<file path="src/rtl/stk_pkg.sv">
package stk_pkg;

   // Queue between the command parser and the response sequencer.
   localparam int QUEUE_DEPTH = 4;
   localparam int QUEUE_PTR_W = $clog2(QUEUE_DEPTH);
   localparam int QUEUE_CNT_W = $clog2(QUEUE_DEPTH + 1);

   // One token expands into at most this many results.
   localparam int MAX_RESULTS = 5;
   localparam int STEP_W = $clog2(MAX_RESULTS);

   // Configuration port.
   localparam int CSR_INDEX_W = 3;
   localparam int CSR_DATA_W = 16;
   localparam logic [CSR_INDEX_W-1:0] CSR_FLASH_BASE    = 3'd0;
   localparam logic [CSR_INDEX_W-1:0] CSR_EEPROM_BASE   = 3'd1;
   localparam logic [CSR_INDEX_W-1:0] CSR_SW_MAJOR      = 3'd2;
   localparam logic [CSR_INDEX_W-1:0] CSR_SW_MINOR      = 3'd3;
   localparam logic [CSR_INDEX_W-1:0] CSR_HW_VERSION    = 3'd4;
   localparam logic [CSR_INDEX_W-1:0] CSR_SIGNATURE_MID = 3'd5;
   localparam logic [CSR_INDEX_W-1:0] CSR_SIGNATURE_LOW = 3'd6;

   localparam logic [15:0] FLASH_BASE_RESET  = 16'h8000;
   localparam logic [15:0] EEPROM_BASE_RESET = 16'h1400;
   localparam logic [7:0]  SW_MAJOR_RESET    = 8'd3;
   localparam logic [7:0]  SW_MINOR_RESET    = 8'd7;
   localparam logic [7:0]  HW_VERSION_RESET  = 8'd0;
   localparam logic [7:0]  SIGNATURE_RESET   = 8'd0;

   // Protocol bytes.
   localparam logic [7:0] CMD_GET_PARAM      = 8'h41;
   localparam logic [7:0] CMD_SET_DEVICE     = 8'h42;
   localparam logic [7:0] CMD_SET_DEVICE_EXT = 8'h45;
   localparam logic [7:0] CMD_LOAD_ADDRESS   = 8'h55;
   localparam logic [7:0] CMD_PROG_PAGE      = 8'h64;
   localparam logic [7:0] CMD_READ_PAGE      = 8'h74;
   localparam logic [7:0] CMD_READ_SIGN      = 8'h75;
   localparam logic [7:0] BYTE_EOP           = 8'h20;
   localparam logic [7:0] BYTE_INSYNC        = 8'h14;
   localparam logic [7:0] BYTE_OK            = 8'h10;
   localparam logic [7:0] BYTE_SIG_HIGH      = 8'h1E;
   localparam logic [7:0] BYTE_MEM_FLASH     = 8'h46;
   localparam logic [7:0] PARAM_SW_MAJOR     = 8'h81;
   localparam logic [7:0] PARAM_SW_MINOR     = 8'h82;
   localparam logic [4:0] DROP_SET_DEVICE     = 5'd20;
   localparam logic [4:0] DROP_SET_DEVICE_EXT = 5'd5;

   typedef enum logic [2:0] {
      KIND_TX     = 3'd0,
      KIND_WRITE  = 3'd1,
      KIND_READ   = 3'd2,
      KIND_COMMIT = 3'd3,
      KIND_RESET  = 3'd4
   } kind_type;

   typedef enum logic [3:0] {
      ACT_WRITE        = 4'd0,
      ACT_WRITE_COMMIT = 4'd1,
      ACT_PLAIN        = 4'd2,
      ACT_PARAM        = 4'd3,
      ACT_SIGN         = 4'd4,
      ACT_READ         = 4'd5,
      ACT_RDATA_NEXT   = 4'd6,
      ACT_RDATA_DONE   = 4'd7,
      ACT_RESET        = 4'd8
   } action_type;

   typedef struct packed {
      action_type  action;
      logic [7:0]  data;
      logic [15:0] address;
   } token_type;

   typedef struct packed {
      logic [15:0] flash_base;
      logic [15:0] eeprom_base;
      logic [7:0]  sw_major;
      logic [7:0]  sw_minor;
      logic [7:0]  hw_version;
      logic [7:0]  signature_mid;
      logic [7:0]  signature_low;
   } cfg_type;

   typedef struct packed {
      kind_type    kind;
      logic [7:0]  data;
      logic [15:0] address;
      logic        last;
   } result_type;

endpackage

</file>
<file path="src/rtl/stk_front.sv">
module stk_front (
   input  logic               clock,
   input  logic               reset,
   input  logic               accept,
   input  logic               operation,
   input  logic [7:0]         data_byte,
   input  stk_pkg::cfg_type   cfg,
   output logic               tok_valid,
   output stk_pkg::token_type tok
);

   typedef enum logic [16:0] {
      PH_IDLE      = 17'b00000000000000001,
      PH_GP_ID     = 17'b00000000000000010,
      PH_DROP      = 17'b00000000000000100,
      PH_LA_LO     = 17'b00000000000001000,
      PH_LA_HI     = 17'b00000000000010000,
      PH_PP_LHI    = 17'b00000000000100000,
      PH_PP_LLO    = 17'b00000000001000000,
      PH_PP_MEM    = 17'b00000000010000000,
      PH_PP_DATA   = 17'b00000000100000000,
      PH_RP_LHI    = 17'b00000001000000000,
      PH_RP_LLO    = 17'b00000010000000000,
      PH_RP_MEM    = 17'b00000100000000000,
      PH_RD_WAIT   = 17'b00001000000000000,
      PH_EOP_PLAIN = 17'b00010000000000000,
      PH_EOP_PARAM = 17'b00100000000000000,
      PH_EOP_SIGN  = 17'b01000000000000000,
      PH_EOP_READ  = 17'b10000000000000000
   } phase_type;

   phase_type   phase_ff, phase_in;
   logic [15:0] cursor_ff, cursor_in;
   logic [15:0] remaining_ff, remaining_in;
   logic [7:0]  held_ff, held_in;
   logic [4:0]  drop_ff, drop_in;

   logic [15:0] cursor_inc;
   logic [15:0] remain_dec;
   logic [15:0] base;
   logic [7:0]  param_value;
   logic [4:0]  drop_dec;
   logic        eop_phase;

   assign cursor_inc = cursor_ff + 16'd1;
   assign remain_dec = remaining_ff - 16'd1;
   assign drop_dec   = drop_ff - 5'd1;
   assign base = (data_byte == stk_pkg::BYTE_MEM_FLASH) ? cfg.flash_base : cfg.eeprom_base;
   assign param_value = (held_ff == stk_pkg::PARAM_SW_MINOR) ? cfg.sw_minor :
                        (held_ff == stk_pkg::PARAM_SW_MAJOR) ? cfg.sw_major : cfg.hw_version;
   assign eop_phase = (phase_ff == PH_EOP_PLAIN) || (phase_ff == PH_EOP_PARAM) ||
                      (phase_ff == PH_EOP_SIGN) || (phase_ff == PH_EOP_READ);

   always_comb begin
      phase_in     = phase_ff;
      cursor_in    = cursor_ff;
      remaining_in = remaining_ff;
      held_in      = held_ff;
      drop_in      = drop_ff;
      tok_valid    = 1'b0;
      tok.action   = stk_pkg::ACT_PLAIN;
      tok.data     = data_byte;
      tok.address  = cursor_ff;
      if (accept) begin
         if (operation) begin
            // Read data counts only while a page read waits for it.
            if (phase_ff == PH_RD_WAIT) begin
               cursor_in    = cursor_inc;
               remaining_in = remain_dec;
               tok_valid    = 1'b1;
               tok.address  = cursor_inc;
               if (remain_dec == 16'd0) begin
                  tok.action = stk_pkg::ACT_RDATA_DONE;
                  phase_in   = PH_IDLE;
               end else begin
                  tok.action = stk_pkg::ACT_RDATA_NEXT;
               end
            end
         end else if (eop_phase && (data_byte != stk_pkg::BYTE_EOP)) begin
            phase_in     = PH_IDLE;
            cursor_in    = 16'd0;
            remaining_in = 16'd0;
            held_in      = 8'd0;
            drop_in      = 5'd0;
            tok_valid    = 1'b1;
            tok.action   = stk_pkg::ACT_RESET;
         end else begin
            unique case (phase_ff)
               PH_IDLE: begin
                  unique case (data_byte)
                     stk_pkg::CMD_GET_PARAM: phase_in = PH_GP_ID;
                     stk_pkg::CMD_SET_DEVICE: begin
                        drop_in  = stk_pkg::DROP_SET_DEVICE;
                        phase_in = PH_DROP;
                     end
                     stk_pkg::CMD_SET_DEVICE_EXT: begin
                        drop_in  = stk_pkg::DROP_SET_DEVICE_EXT;
                        phase_in = PH_DROP;
                     end
                     stk_pkg::CMD_LOAD_ADDRESS: phase_in = PH_LA_LO;
                     stk_pkg::CMD_PROG_PAGE:    phase_in = PH_PP_LHI;
                     stk_pkg::CMD_READ_PAGE:    phase_in = PH_RP_LHI;
                     stk_pkg::CMD_READ_SIGN:    phase_in = PH_EOP_SIGN;
                     default:                   phase_in = PH_EOP_PLAIN;
                  endcase
               end
               PH_GP_ID: begin
                  held_in  = data_byte;
                  phase_in = PH_EOP_PARAM;
               end
               PH_DROP: begin
                  drop_in = drop_dec;
                  if (drop_dec == 5'd0) begin
                     phase_in = PH_EOP_PLAIN;
                  end
               end
               PH_LA_LO: begin
                  cursor_in = {cursor_ff[15:8], data_byte};
                  phase_in  = PH_LA_HI;
               end
               PH_LA_HI: begin
                  cursor_in = {data_byte, cursor_ff[7:0]};
                  phase_in  = PH_EOP_PLAIN;
               end
               PH_PP_LHI: begin
                  remaining_in = {data_byte, remaining_ff[7:0]};
                  phase_in     = PH_PP_LLO;
               end
               PH_RP_LHI: begin
                  remaining_in = {data_byte, remaining_ff[7:0]};
                  phase_in     = PH_RP_LLO;
               end
               PH_PP_LLO: begin
                  remaining_in = {remaining_ff[15:8], data_byte};
                  phase_in     = PH_PP_MEM;
               end
               PH_RP_LLO: begin
                  remaining_in = {remaining_ff[15:8], data_byte};
                  phase_in     = PH_RP_MEM;
               end
               PH_PP_MEM: begin
                  cursor_in = cursor_ff + base;
                  phase_in  = PH_PP_DATA;
               end
               PH_RP_MEM: begin
                  cursor_in = cursor_ff + base;
                  phase_in  = PH_EOP_READ;
               end
               PH_PP_DATA: begin
                  // A length of zero wraps, so the page then holds 65536 bytes.
                  cursor_in    = cursor_inc;
                  remaining_in = remain_dec;
                  tok_valid    = 1'b1;
                  if (remain_dec == 16'd0) begin
                     tok.action = stk_pkg::ACT_WRITE_COMMIT;
                     phase_in   = PH_EOP_PLAIN;
                  end else begin
                     tok.action = stk_pkg::ACT_WRITE;
                  end
               end
               PH_RD_WAIT: begin
               end
               PH_EOP_PLAIN: begin
                  tok_valid  = 1'b1;
                  tok.action = stk_pkg::ACT_PLAIN;
                  phase_in   = PH_IDLE;
               end
               PH_EOP_PARAM: begin
                  tok_valid  = 1'b1;
                  tok.action = stk_pkg::ACT_PARAM;
                  tok.data   = param_value;
                  phase_in   = PH_IDLE;
               end
               PH_EOP_SIGN: begin
                  tok_valid  = 1'b1;
                  tok.action = stk_pkg::ACT_SIGN;
                  phase_in   = PH_IDLE;
               end
               PH_EOP_READ: begin
                  tok_valid  = 1'b1;
                  tok.action = stk_pkg::ACT_READ;
                  phase_in   = PH_RD_WAIT;
               end
               default: begin
                  phase_in     = PH_IDLE;
                  cursor_in    = 16'd0;
                  remaining_in = 16'd0;
                  held_in      = 8'd0;
                  drop_in      = 5'd0;
               end
            endcase
         end
      end
   end

   always_ff @(posedge clock) begin
      if (reset) begin
         phase_ff     <= PH_IDLE;
         cursor_ff    <= 16'd0;
         remaining_ff <= 16'd0;
         held_ff      <= 8'd0;
         drop_ff      <= 5'd0;
      end else begin
         phase_ff     <= phase_in;
         cursor_ff    <= cursor_in;
         remaining_ff <= remaining_in;
         held_ff      <= held_in;
         drop_ff      <= drop_in;
      end
   end

endmodule

</file>
<file path="src/rtl/stk_queue.sv">
module stk_queue (
   input  logic               clock,
   input  logic               reset,
   input  logic               push,
   input  stk_pkg::token_type push_data,
   input  logic               pop,
   output logic               empty,
   output logic               full,
   output stk_pkg::token_type head
);

   localparam logic [stk_pkg::QUEUE_PTR_W-1:0] LAST_PTR =
      stk_pkg::QUEUE_PTR_W'(stk_pkg::QUEUE_DEPTH - 1);
   localparam logic [stk_pkg::QUEUE_CNT_W-1:0] DEPTH_COUNT =
      stk_pkg::QUEUE_CNT_W'(stk_pkg::QUEUE_DEPTH);

   stk_pkg::token_type                entry_ff [stk_pkg::QUEUE_DEPTH];
   logic [stk_pkg::QUEUE_PTR_W-1:0]   wr_ptr_ff, wr_ptr_in;
   logic [stk_pkg::QUEUE_PTR_W-1:0]   rd_ptr_ff, rd_ptr_in;
   logic [stk_pkg::QUEUE_CNT_W-1:0]   count_ff, count_in;
   logic                              do_push;
   logic                              do_pop;

   assign empty   = (count_ff == '0);
   assign full    = (count_ff == DEPTH_COUNT);
   assign head    = entry_ff[rd_ptr_ff];
   assign do_push = push && !full;
   assign do_pop  = pop && !empty;

   always_comb begin
      wr_ptr_in = wr_ptr_ff;
      rd_ptr_in = rd_ptr_ff;
      count_in  = count_ff;
      if (do_push) begin
         wr_ptr_in = (wr_ptr_ff == LAST_PTR) ? '0 : wr_ptr_ff + 1'b1;
      end
      if (do_pop) begin
         rd_ptr_in = (rd_ptr_ff == LAST_PTR) ? '0 : rd_ptr_ff + 1'b1;
      end
      if (do_push && !do_pop) begin
         count_in = count_ff + 1'b1;
      end else if (do_pop && !do_push) begin
         count_in = count_ff - 1'b1;
      end
   end

   always_ff @(posedge clock) begin
      if (do_push) begin
         entry_ff[wr_ptr_ff] <= push_data;
      end
   end

   always_ff @(posedge clock) begin
      if (reset) begin
         wr_ptr_ff <= '0;
         rd_ptr_ff <= '0;
         count_ff  <= '0;
      end else begin
         wr_ptr_ff <= wr_ptr_in;
         rd_ptr_ff <= rd_ptr_in;
         count_ff  <= count_in;
      end
   end

`ifndef SYNTHESIS
   a_count_bound: assert property (@(posedge clock) disable iff (reset)
      count_ff <= DEPTH_COUNT)
      else $error("token queue count exceeds its depth");
`endif

endmodule

</file>
<file path="src/rtl/stk_back.sv">
module stk_back (
   input  logic               clock,
   input  logic               reset,
   input  logic               q_empty,
   input  stk_pkg::token_type head,
   input  stk_pkg::cfg_type   cfg,
   input  logic               rsp_pop,
   output logic               q_pop,
   output logic               rsp_empty,
   output stk_pkg::result_type rsp
);

   logic [stk_pkg::STEP_W-1:0] step_ff, step_in;
   logic                       valid_ff, valid_in;
   stk_pkg::result_type        rsp_ff, rsp_in;
   stk_pkg::result_type        res;
   logic                       load;

   // Expand the head token into its result for the current step.
   always_comb begin
      res.kind    = stk_pkg::KIND_TX;
      res.data    = 8'h00;
      res.address = 16'h0000;
      res.last    = 1'b1;
      case (head.action)
         stk_pkg::ACT_WRITE: begin
            res.kind    = stk_pkg::KIND_WRITE;
            res.data    = head.data;
            res.address = head.address;
         end
         stk_pkg::ACT_WRITE_COMMIT: begin
            if (step_ff == '0) begin
               res.kind    = stk_pkg::KIND_WRITE;
               res.data    = head.data;
               res.address = head.address;
               res.last    = 1'b0;
            end else begin
               res.kind = stk_pkg::KIND_COMMIT;
            end
         end
         stk_pkg::ACT_PLAIN: begin
            if (step_ff == '0) begin
               res.data = stk_pkg::BYTE_INSYNC;
               res.last = 1'b0;
            end else begin
               res.data = stk_pkg::BYTE_OK;
            end
         end
         stk_pkg::ACT_PARAM: begin
            res.last = 1'b0;
            case (step_ff)
               3'd0: res.data = stk_pkg::BYTE_INSYNC;
               3'd1: res.data = head.data;
               default: begin
                  res.data = stk_pkg::BYTE_OK;
                  res.last = 1'b1;
               end
            endcase
         end
         stk_pkg::ACT_SIGN: begin
            res.last = 1'b0;
            case (step_ff)
               3'd0: res.data = stk_pkg::BYTE_INSYNC;
               3'd1: res.data = stk_pkg::BYTE_SIG_HIGH;
               3'd2: res.data = cfg.signature_mid;
               3'd3: res.data = cfg.signature_low;
               default: begin
                  res.data = stk_pkg::BYTE_OK;
                  res.last = 1'b1;
               end
            endcase
         end
         stk_pkg::ACT_READ: begin
            if (step_ff == '0) begin
               res.data = stk_pkg::BYTE_INSYNC;
               res.last = 1'b0;
            end else begin
               res.kind    = stk_pkg::KIND_READ;
               res.address = head.address;
            end
         end
         stk_pkg::ACT_RDATA_NEXT: begin
            if (step_ff == '0) begin
               res.data = head.data;
               res.last = 1'b0;
            end else begin
               res.kind    = stk_pkg::KIND_READ;
               res.address = head.address;
            end
         end
         stk_pkg::ACT_RDATA_DONE: begin
            if (step_ff == '0) begin
               res.data = head.data;
               res.last = 1'b0;
            end else begin
               res.data = stk_pkg::BYTE_OK;
            end
         end
         stk_pkg::ACT_RESET: begin
            res.kind = stk_pkg::KIND_RESET;
         end
         default: begin
         end
      endcase
   end

   // The output register takes a new result whenever it is free or being drained.
   assign load      = !valid_ff || rsp_pop;
   assign q_pop     = load && !q_empty && res.last;
   assign rsp_empty = !valid_ff;
   assign rsp       = rsp_ff;

   always_comb begin
      step_in  = step_ff;
      valid_in = valid_ff;
      rsp_in   = rsp_ff;
      if (load) begin
         valid_in = !q_empty;
         if (!q_empty) begin
            rsp_in  = res;
            step_in = res.last ? '0 : step_ff + 1'b1;
         end
      end
   end

   always_ff @(posedge clock) begin
      rsp_ff <= rsp_in;
   end

   always_ff @(posedge clock) begin
      if (reset) begin
         step_ff  <= '0;
         valid_ff <= 1'b0;
      end else begin
         step_ff  <= step_in;
         valid_ff <= valid_in;
      end
   end

`ifndef SYNTHESIS
   a_step_has_head: assert property (@(posedge clock) disable iff (reset)
      (step_ff != '0) |-> !q_empty)
      else $error("response step advanced without a token at the queue head");

   a_reset_is_last: assert property (@(posedge clock) disable iff (reset)
      (valid_ff && (rsp_ff.kind == stk_pkg::KIND_RESET)) |-> rsp_ff.last)
      else $error("reset result not marked as last");

   a_empty_after_reset: assert property (@(posedge clock)
      reset |=> !valid_ff)
      else $error("response register holds a result right after reset");
`endif

endmodule

</file>
<file path="src/rtl/stk500v1_command_engine.sv">
// Channel   Ports                                   Direction  Transaction
// request   req_push/req_full, req_operation,       in         push && !full
//           req_data_byte
// response  rsp_pop/rsp_empty, rsp_kind,            out        pop && !empty
//           rsp_tx_or_write_byte, rsp_mem_address,
//           rsp_last
// csr       csr_write_enable, csr_index,            in         write_enable
//           csr_write_data
//
// The parser takes one byte a cycle while the four-entry token queue has room.
// The response sequencer emits one result a cycle while rsp_pop drains it, so a
// command answer is one to five results; queue drain sets the sustained input rate.
// Reset is synchronous and clears the parser, the queue and the output register;
// the configuration registers return to their defaults.
// A stalled rsp_pop holds the output; the queue then fills and req_full rises.
module stk500v1_command_engine (
   input  logic                            clock,
   input  logic                            reset,
   input  logic                            req_push,
   output logic                            req_full,
   input  logic                            req_operation,
   input  logic [7:0]                      req_data_byte,
   input  logic                            rsp_pop,
   output logic                            rsp_empty,
   output logic [2:0]                      rsp_kind,
   output logic [7:0]                      rsp_tx_or_write_byte,
   output logic [15:0]                     rsp_mem_address,
   output logic                            rsp_last,
   input  logic                            csr_write_enable,
   input  logic [stk_pkg::CSR_INDEX_W-1:0] csr_index,
   input  logic [stk_pkg::CSR_DATA_W-1:0]  csr_write_data
);

   stk_pkg::cfg_type    cfg_ff, cfg_in;
   logic                accept;
   logic                tok_valid;
   stk_pkg::token_type  tok;
   logic                q_empty;
   logic                q_full;
   logic                q_pop;
   stk_pkg::token_type  head;
   stk_pkg::result_type rsp;

   always_comb begin
      cfg_in = cfg_ff;
      if (csr_write_enable) begin
         unique case (csr_index)
            stk_pkg::CSR_FLASH_BASE:    cfg_in.flash_base    = csr_write_data;
            stk_pkg::CSR_EEPROM_BASE:   cfg_in.eeprom_base   = csr_write_data;
            stk_pkg::CSR_SW_MAJOR:      cfg_in.sw_major      = csr_write_data[7:0];
            stk_pkg::CSR_SW_MINOR:      cfg_in.sw_minor      = csr_write_data[7:0];
            stk_pkg::CSR_HW_VERSION:    cfg_in.hw_version    = csr_write_data[7:0];
            stk_pkg::CSR_SIGNATURE_MID: cfg_in.signature_mid = csr_write_data[7:0];
            stk_pkg::CSR_SIGNATURE_LOW: cfg_in.signature_low = csr_write_data[7:0];
            default: begin
            end
         endcase
      end
   end

   always_ff @(posedge clock) begin
      if (reset) begin
         cfg_ff.flash_base    <= stk_pkg::FLASH_BASE_RESET;
         cfg_ff.eeprom_base   <= stk_pkg::EEPROM_BASE_RESET;
         cfg_ff.sw_major      <= stk_pkg::SW_MAJOR_RESET;
         cfg_ff.sw_minor      <= stk_pkg::SW_MINOR_RESET;
         cfg_ff.hw_version    <= stk_pkg::HW_VERSION_RESET;
         cfg_ff.signature_mid <= stk_pkg::SIGNATURE_RESET;
         cfg_ff.signature_low <= stk_pkg::SIGNATURE_RESET;
      end else begin
         cfg_ff <= cfg_in;
      end
   end

   assign req_full = q_full;
   assign accept   = req_push && !q_full;

   stk_front u_front (
      .clock     (clock),
      .reset     (reset),
      .accept    (accept),
      .operation (req_operation),
      .data_byte (req_data_byte),
      .cfg       (cfg_ff),
      .tok_valid (tok_valid),
      .tok       (tok)
   );

   stk_queue u_queue (
      .clock     (clock),
      .reset     (reset),
      .push      (tok_valid),
      .push_data (tok),
      .pop       (q_pop),
      .empty     (q_empty),
      .full      (q_full),
      .head      (head)
   );

   stk_back u_back (
      .clock     (clock),
      .reset     (reset),
      .q_empty   (q_empty),
      .head      (head),
      .cfg       (cfg_ff),
      .rsp_pop   (rsp_pop),
      .q_pop     (q_pop),
      .rsp_empty (rsp_empty),
      .rsp       (rsp)
   );

   assign rsp_kind             = rsp.kind;
   assign rsp_tx_or_write_byte = rsp.data;
   assign rsp_mem_address      = rsp.address;
   assign rsp_last             = rsp.last;

endmodule
</file>
<file path="config.mk">
export PLATFORM = sky130hd
export DESIGN_NAME = stk500v1_command_engine
export DESIGN_NICKNAME = d
export VERILOG_FILES = /design/src/rtl/stk_pkg.sv /design/src/rtl/stk_front.sv /design/src/rtl/stk_queue.sv /design/src/rtl/stk_back.sv /design/src/rtl/stk500v1_command_engine.sv
export SDC_FILE = /design/constraint.sdc
export NUM_CORES = 1
export LEC_CHECK = 0
export ABC_AREA = 1
export BUFFER_PORTS_ARGS = -buffer_cell sky130_fd_sc_hd__buf_2
export CAP_MARGIN = 5
export CORE_MARGIN = 5
export CORE_UTILIZATION = 49
export CTS_CLUSTER_SIZE = 16
export DETAILED_ROUTE_END_ITERATION = 8
export PLACE_DENSITY_LB_ADDON = 0.12
export SLEW_MARGIN = 20
export SYNTH_ARGS = -nofsm -noshare
export SYNTH_HDL_FRONTEND = slang
export SYNTH_SLANG_ARGS = --single-unit
</file>
<file path="constraint.sdc">
create_clock -name clock -period 4.9 [get_ports clock]
set_input_delay 0.735 -clock clock [delete_from_list [all_inputs] [get_ports clock]]
set_output_delay 0.735 -clock clock [all_outputs]
set_load 0.005 [all_outputs]
</file>
== Word-level counts from Yosys, hierarchy flattened ==
Memories as Yosys holds them, arrays and structs flattened. A register that Yosys moved wholly into a read port is not among the register bits.
Cells that the tools add are included.
Word-level totals
  flip-flop bits (word level): 173
  logic and storage cells: 215
  bits of input ports: 33
  output and inout port bits: 30
  RAM bits: 112
  memories kept: 1
Memories
  u_queue.entry_ff: depth 4, bits a word 28, rd ports 1, clocked after memory_dff 1, wr ports 1, line stk_queue.sv:17  | stk_pkg::token_type entry_ff [stk_pkg::QUEUE_DEPTH];
Cells by class
  bitwise gates (word level): 2
  $add $sub $neg: 9
  multiplexer cells: 66
  equality and inequality tests: 62
  reduce and logical (&&, ||, !) cells: 52
Operator list (number)
  one-hot mux 17 bit (14 select lines): 1
  two-way mux 16 bit: 9
  two-way mux 17 bit: 6
  one-hot mux 16 bit (6 select lines): 1
  one-hot mux 16 bit (5 select lines): 1
  equality test 8 x 7 -> 1 bit (second input constant): 8
  two-way mux 8 bit: 8
  one-hot mux 16 bit (4 select lines): 1
  one-hot mux 8 bit (8 select lines): 1
  one-hot mux 16 bit (3 select lines): 1
  one-hot mux 8 bit (2 select lines): 2
  one-hot mux 8 bit (4 select lines): 1
  two-way mux 28 bit: 1
  two-way mux 25 bit: 1
  OR reduction 12 bit: 2
  equality test 17 x 1 -> 1 bit (second input constant): 1
  equality test 17 x 10 -> 1 bit (second input constant): 1
  equality test 17 x 11 -> 1 bit (second input constant): 1
  equality test 17 x 12 -> 1 bit (second input constant): 1
  equality test 17 x 13 -> 1 bit (second input constant): 1
  equality test 17 x 14 -> 1 bit (second input constant): 1
  equality test 17 x 15 -> 1 bit (second input constant): 1
  equality test 17 x 16 -> 1 bit (second input constant): 1
  equality test 17 bit (second input constant): 1
  other kinds (59): 138

== Logic depth before layout (Yosys ltp) ==
  depth after elaboration: 13
  depth in mapped cells: 23

== By module ==
From an unflattened synthesis, not the netlist that was laid out.
Unflattened totals
  cell total of the unflattened synthesis: 2264
  area total of the unflattened synthesis: 16661.0 um^2
By module, submodules not included
  stk_front: cells each 1315, area each 7419.6 um^2, instances 1, seq. area each 1241.2 um^2
  stk_queue: cells each 342, area each 4657.0 um^2, instances 1, seq. area each 3543.4 um^2
  stk500v1_command_engine: cells each 418, area each 2866.5 um^2, instances 1, seq. area each 1441.4 um^2
  stk_back: cells each 189, area each 1717.9 um^2, instances 1, seq. area each 920.9 um^2

== Least setup slack after synthesis ==
No wires, ideal clock.
  path type: input-to-reg
  start: input port rsp_pop
  end: register u_queue.count_ff[1] (netlist name)
  buffers on the path: 0
  setup slack: 1.078 ns
  stages: 8
  data arrival time: 3.706 ns
  required time: 4.784 ns
  cell sequence: nor2_1 a21oi_1 nand2_1 ha_1 inv_1 fa_1 o21ai_0 nor2_1
On the way
  longest elaborated chain between the ends: 7
  elaborated cells between the ends (all ways): 9
  classes of those cells: 1 x mux; 8 x reduce/logical
Ends and longest elaborated chain
  start, declared: line stk500v1_command_engine.sv:23  | input logic rsp_pop,
  logical OR 1 bit: line stk_back.sv:108  | assign load = !valid_ff || rsp_pop;
  logical AND 1 bit (2 in series): line stk_back.sv:109  | assign q_pop = load && !q_empty && res.last;
  logical AND 1 bit: line stk_queue.sv:28  | assign do_pop = pop && !empty;
  zero test 1 bit: line stk_queue.sv:40  | if (do_push && !do_pop) begin
  logical AND 1 bit: line stk_queue.sv:40
  two-way mux 3 bit: line stk_queue.sv:40
  via u_queue.count_in, one bit: line stk_queue.sv:20  | logic [stk_pkg::QUEUE_CNT_W-1:0] count_ff, count_in;
  end signal, assigned: line stk_queue.sv:61  | count_ff <= count_in;
  end, declared: line stk_queue.sv:20
The timed path passes the listed nets, and every way through them passes these cells.
A chain may end at the register's enable or synchronous reset.

==> impl_metrics.yaml <==
run_status:
  outcome: "completed"
critical_path:
  r2r_slack_ns: 1.30
  arrival_ns: 4.06
  ff2ff_path_depth: 17
  cp.required_ns: 5.35
  crit_family: "simple AND/OR/NAND/NOR gates"
  slowest_stage: "dfxtp_2"
  start_kind: "flip-flop"
  worstSetupEndpointType: "flip-flop"
  r2r_end: "u_queue.count_ff[2]$_SDFFE_PP0P_"
  slowest_delay_ns: 0.64
  path_cells: "inv_1 -> nand2_1 -> nand3_1 -> nand2_1 -> nor2_1 -> nand2_1 -> o21ai_0 -> a21oi_1 -> nand3_1 -> nand2_1 -> ha_1 -> inv_1 -> fa_1 -> a21oi_1 -> o21ai_0 -> o21ai_0 -> a21oi_1"
  crit_top_cell: "nand2_1"
  path_buf_inv: 2
  critical_path_class: "flip-flop to flip-flop"
  crit_fanout: 26
synth:
  yosysUniqueCellTypes: 57
  ys_warn_count: 0
  yosysMostFrequentCell: "nor2_1"
  synth-adder-area-share: 0.0287
  synthArstFlopShare: 0
  synth_compound_area_frac: 0.122
  yosys.area_share.simple: 0.321
  synthMuxAreaShare: 0.00741
  syn_nets: 2227
  synth_seq_cells: 287
  synth_edf_count: 140
  synth-main-ff-cell: "dfxtp_1"
  netlist_area_um2: 16200
  synth_area_leaders: "edfxtp_1 (26%), dfxtp_1 (18%), nor2_1 (10%)"
  avgSynthCellArea_um2: 7.51
  synth_top_family_by_area: "simple AND/OR/NAND/NOR gates"
  synth_top_cell_area_share: 0.259
  yosysSeqAreaShare: 0.441
  synth_xor_xnor_area_share: 0.0107
  ys_top_cells_by_count: "nor2_1 (451), nand2_1 (431), inv_1 (192)"
  syn-instance-count: 2158
  yosys.area.top_type: "edfxtp_1"
routing:
  initialDrtViolationCount: 1412
  post-route-drc-count: 0
  viasPerCell: 5.58
  route.final.wire_length_um: 48100
  antenna_left: 0
  wl_per_cell_um: 18.0
  first_pass_iters: 5
  num_vias: 14900
die:
  num_rows: 66
  die_w_um: 192
  initial_utilization: 0.497
  die_h_um: 192
  io_pins: 63
  dieArea_um2: 36800
  design.core.area_um2: 32600
finish:
  finalNetCount: 2269
  final_util: 0.549
  fillCellCount: 3125
  drive_gt1_frac: 0.0980
  design_area_um2: 17900
  synthToLayoutAreaGrowth_pct: 10.4
  antenna_cells: 0
timing:
  fin_skew_ns: 0.0176
  tightest_slew_ns: 1.06
  finalSetupTns_ns: 0
  rsz0062_at_grt: "no"
  fin_crit_sh: 0.735
  period_minus_slack_ns: 3.60
  holdWs_ns: 0.399
  max_clock_freq_mhz: 277
  maxSlewViolCount: 0
  hold_violations: 0
  maxSlewHeadroom: 0.289
  setup_violations: 0
worst_hold_path:
  holdPathEnd: "cfg_ff[50]$_SDFFE_PP1P_"
  hp-class: "primary input to flip-flop"
  whs_path_depth: 3
  hp-start: "csr_write_data[10]"
clock_tree:
  cts_max_path_buffers: 3
  cts_buffers: 31
  clk_latency_ns: 0.57
  tritoncts: "done"
  root_buffer: "clkbuf_16"
  htreeDepth: 1
  post_cts_resized: 0
  cts_hold_buf: 0
  cts_sinks: 287
  cts_setup_buffers: 0
  clkTransAtPathRegs_ns: 0.06
global_routing:
  grt_pass1_vias: 13600
  grt_max_degree: 81
  grt_pass1_wl_um: 75100
  grt-ovfl-total: 0
  grtUsageTotal: 0.257
  antenna_found_initial: 0
placement:
  dpl-instance-area_um2: 16900
  hpwlAfterDp_um: 34600
  io_buffers: 62
  gp_congestion: 0.996
pwr:
  p_per_area_nw_per_um2: 437
  power.leakage_uw: 0.00792
  ir_drop_mv: 0.330
flow_run:
  cap_viol_max_count: 0
[cells in the final DEF (no fill, tap or decap), drive strengths merged, types with 2 or more instances in the layout]
cell	instances
nor2	473
nand2	450
inv	201
o21ai	170
dfxtp	147
nand3	143
edfxtp	140
a21oi	92
buf	81
nand4	54
nor3	43
clkbuf	40
ha	34
o22ai	29
a22oi	22
xor2	16
clkinv	14
mux2	8
a22o	7
o211ai	7
or2	6
nand3b	6
a31oi	5
a32o	4
nor4	4
bufinv	4
xnor2	3
mux2i	3
a21o	2
o21bai	2
a211oi	2
fa	2
[kinds of logic after synthesis]
logic type,Yosys count
and+or+nand+nor,1181
AOI/OAI and AO/OA,349
DFF,287
buffers and inverters,275
adders and majority gates,36
xor gates and xnor gates,19
muxes,11
[stage by stage]
stage                     power (uW)  cells  setup WS (ns)
after global routing            8320   2666          0.834
after detailed placement        5500   2609           1.01
final                           7830   2666           1.30
after floorplan                 4750   2158           1.08
after CTS                       7870   2666           1.29
after global placement          5480   2609           1.07
[worst max-delay path by stage]
| stage | startpoint | to | slack (ns) | cells after the start |
|---|---|---|---|---|
| 2_1_floorplan | rsp_pop | u_queue.count_ff[1]$_SDFFE_PP0P_ | 1.08 | 8 |
| 3_3_place_gp | req_data_byte[7] | u_front.cursor_ff[8]$_SDFFE_PP0P_ | 1.07 | 23 |
| 3_5_place_dp | req_data_byte[7] | u_front.cursor_ff[8]$_SDFFE_PP0P_ | 1.01 | 23 |
| 4_1_cts | flip-flop | u_queue.count_ff[2]$_SDFFE_PP0P_ | 1.29 | 17 |
| 5_1_grt | flip-flop | u_queue.count_ff[2]$_SDFFE_PP0P_ | 0.83 | 17 |
| 6_report | flip-flop | u_queue.count_ff[2]$_SDFFE_PP0P_ | 1.30 | 17 |
[routing by layer]
| layer | GRT usage | vias to the layer above | routed length [um] |
|---|---|---|---|
| met2 | 0.395 | 556 | 21000 |
| met1 | 0.370 | 6915 | 21500 |
| li1 | - | 7304 | - |
| met4 | 0.0834 | 0 | 1670 |
| met3 | 0.0447 | 106 | 3930 |
| met5 | 0 | - | 0 |
[layout make-up]
| cell class | instances | area [um^2] | area share |
|---|---|---|---|
| multi-input combinational | 1596 | 7960 | 0.445 |
| tap | 442 | 553 | 0.0309 |
| sequential | 287 | 7150 | 0.399 |
| timing repair buffer | 81 | 453 | 0.0253 |
| inverter | 203 | 763 | 0.0426 |
| clock inverter | 17 | 191 | 0.0107 |
| clock buffer | 40 | 830 | 0.0463 |
[where the power goes]
group | internal [uW] | switching (uW) | total, uW
Sequential | 2880 | 195 | 3080
Combinational | 732 | 1660 | 2390
Clock | 1400 | 961 | 2360
Total | 5010 | 2820 | 7830
[registers in the layout, summed over array words and instances, names as in the netlist, 5 cells and up, named ones only]
| signal | cells |
|---|---|
| u_front.cursor_ff | 16 |
| u_queue.entry_ff | 112 |
| u_front.phase_ff | 17 |
| cfg_ff | 72 |
| u_front.remaining_ff | 16 |
| u_front.held_ff | 8 |
| u_back.rsp | 28 |
| u_front.drop_ff | 5 |
[worst min-delay path, delay by kind of cell]
kind | cells | cell delay, ns
buffers and inverters | 1 | 0.09
AND/OR/NAND/NOR | 2 | 0.12
Note: power is estimated with default switching activity, not from simulation.
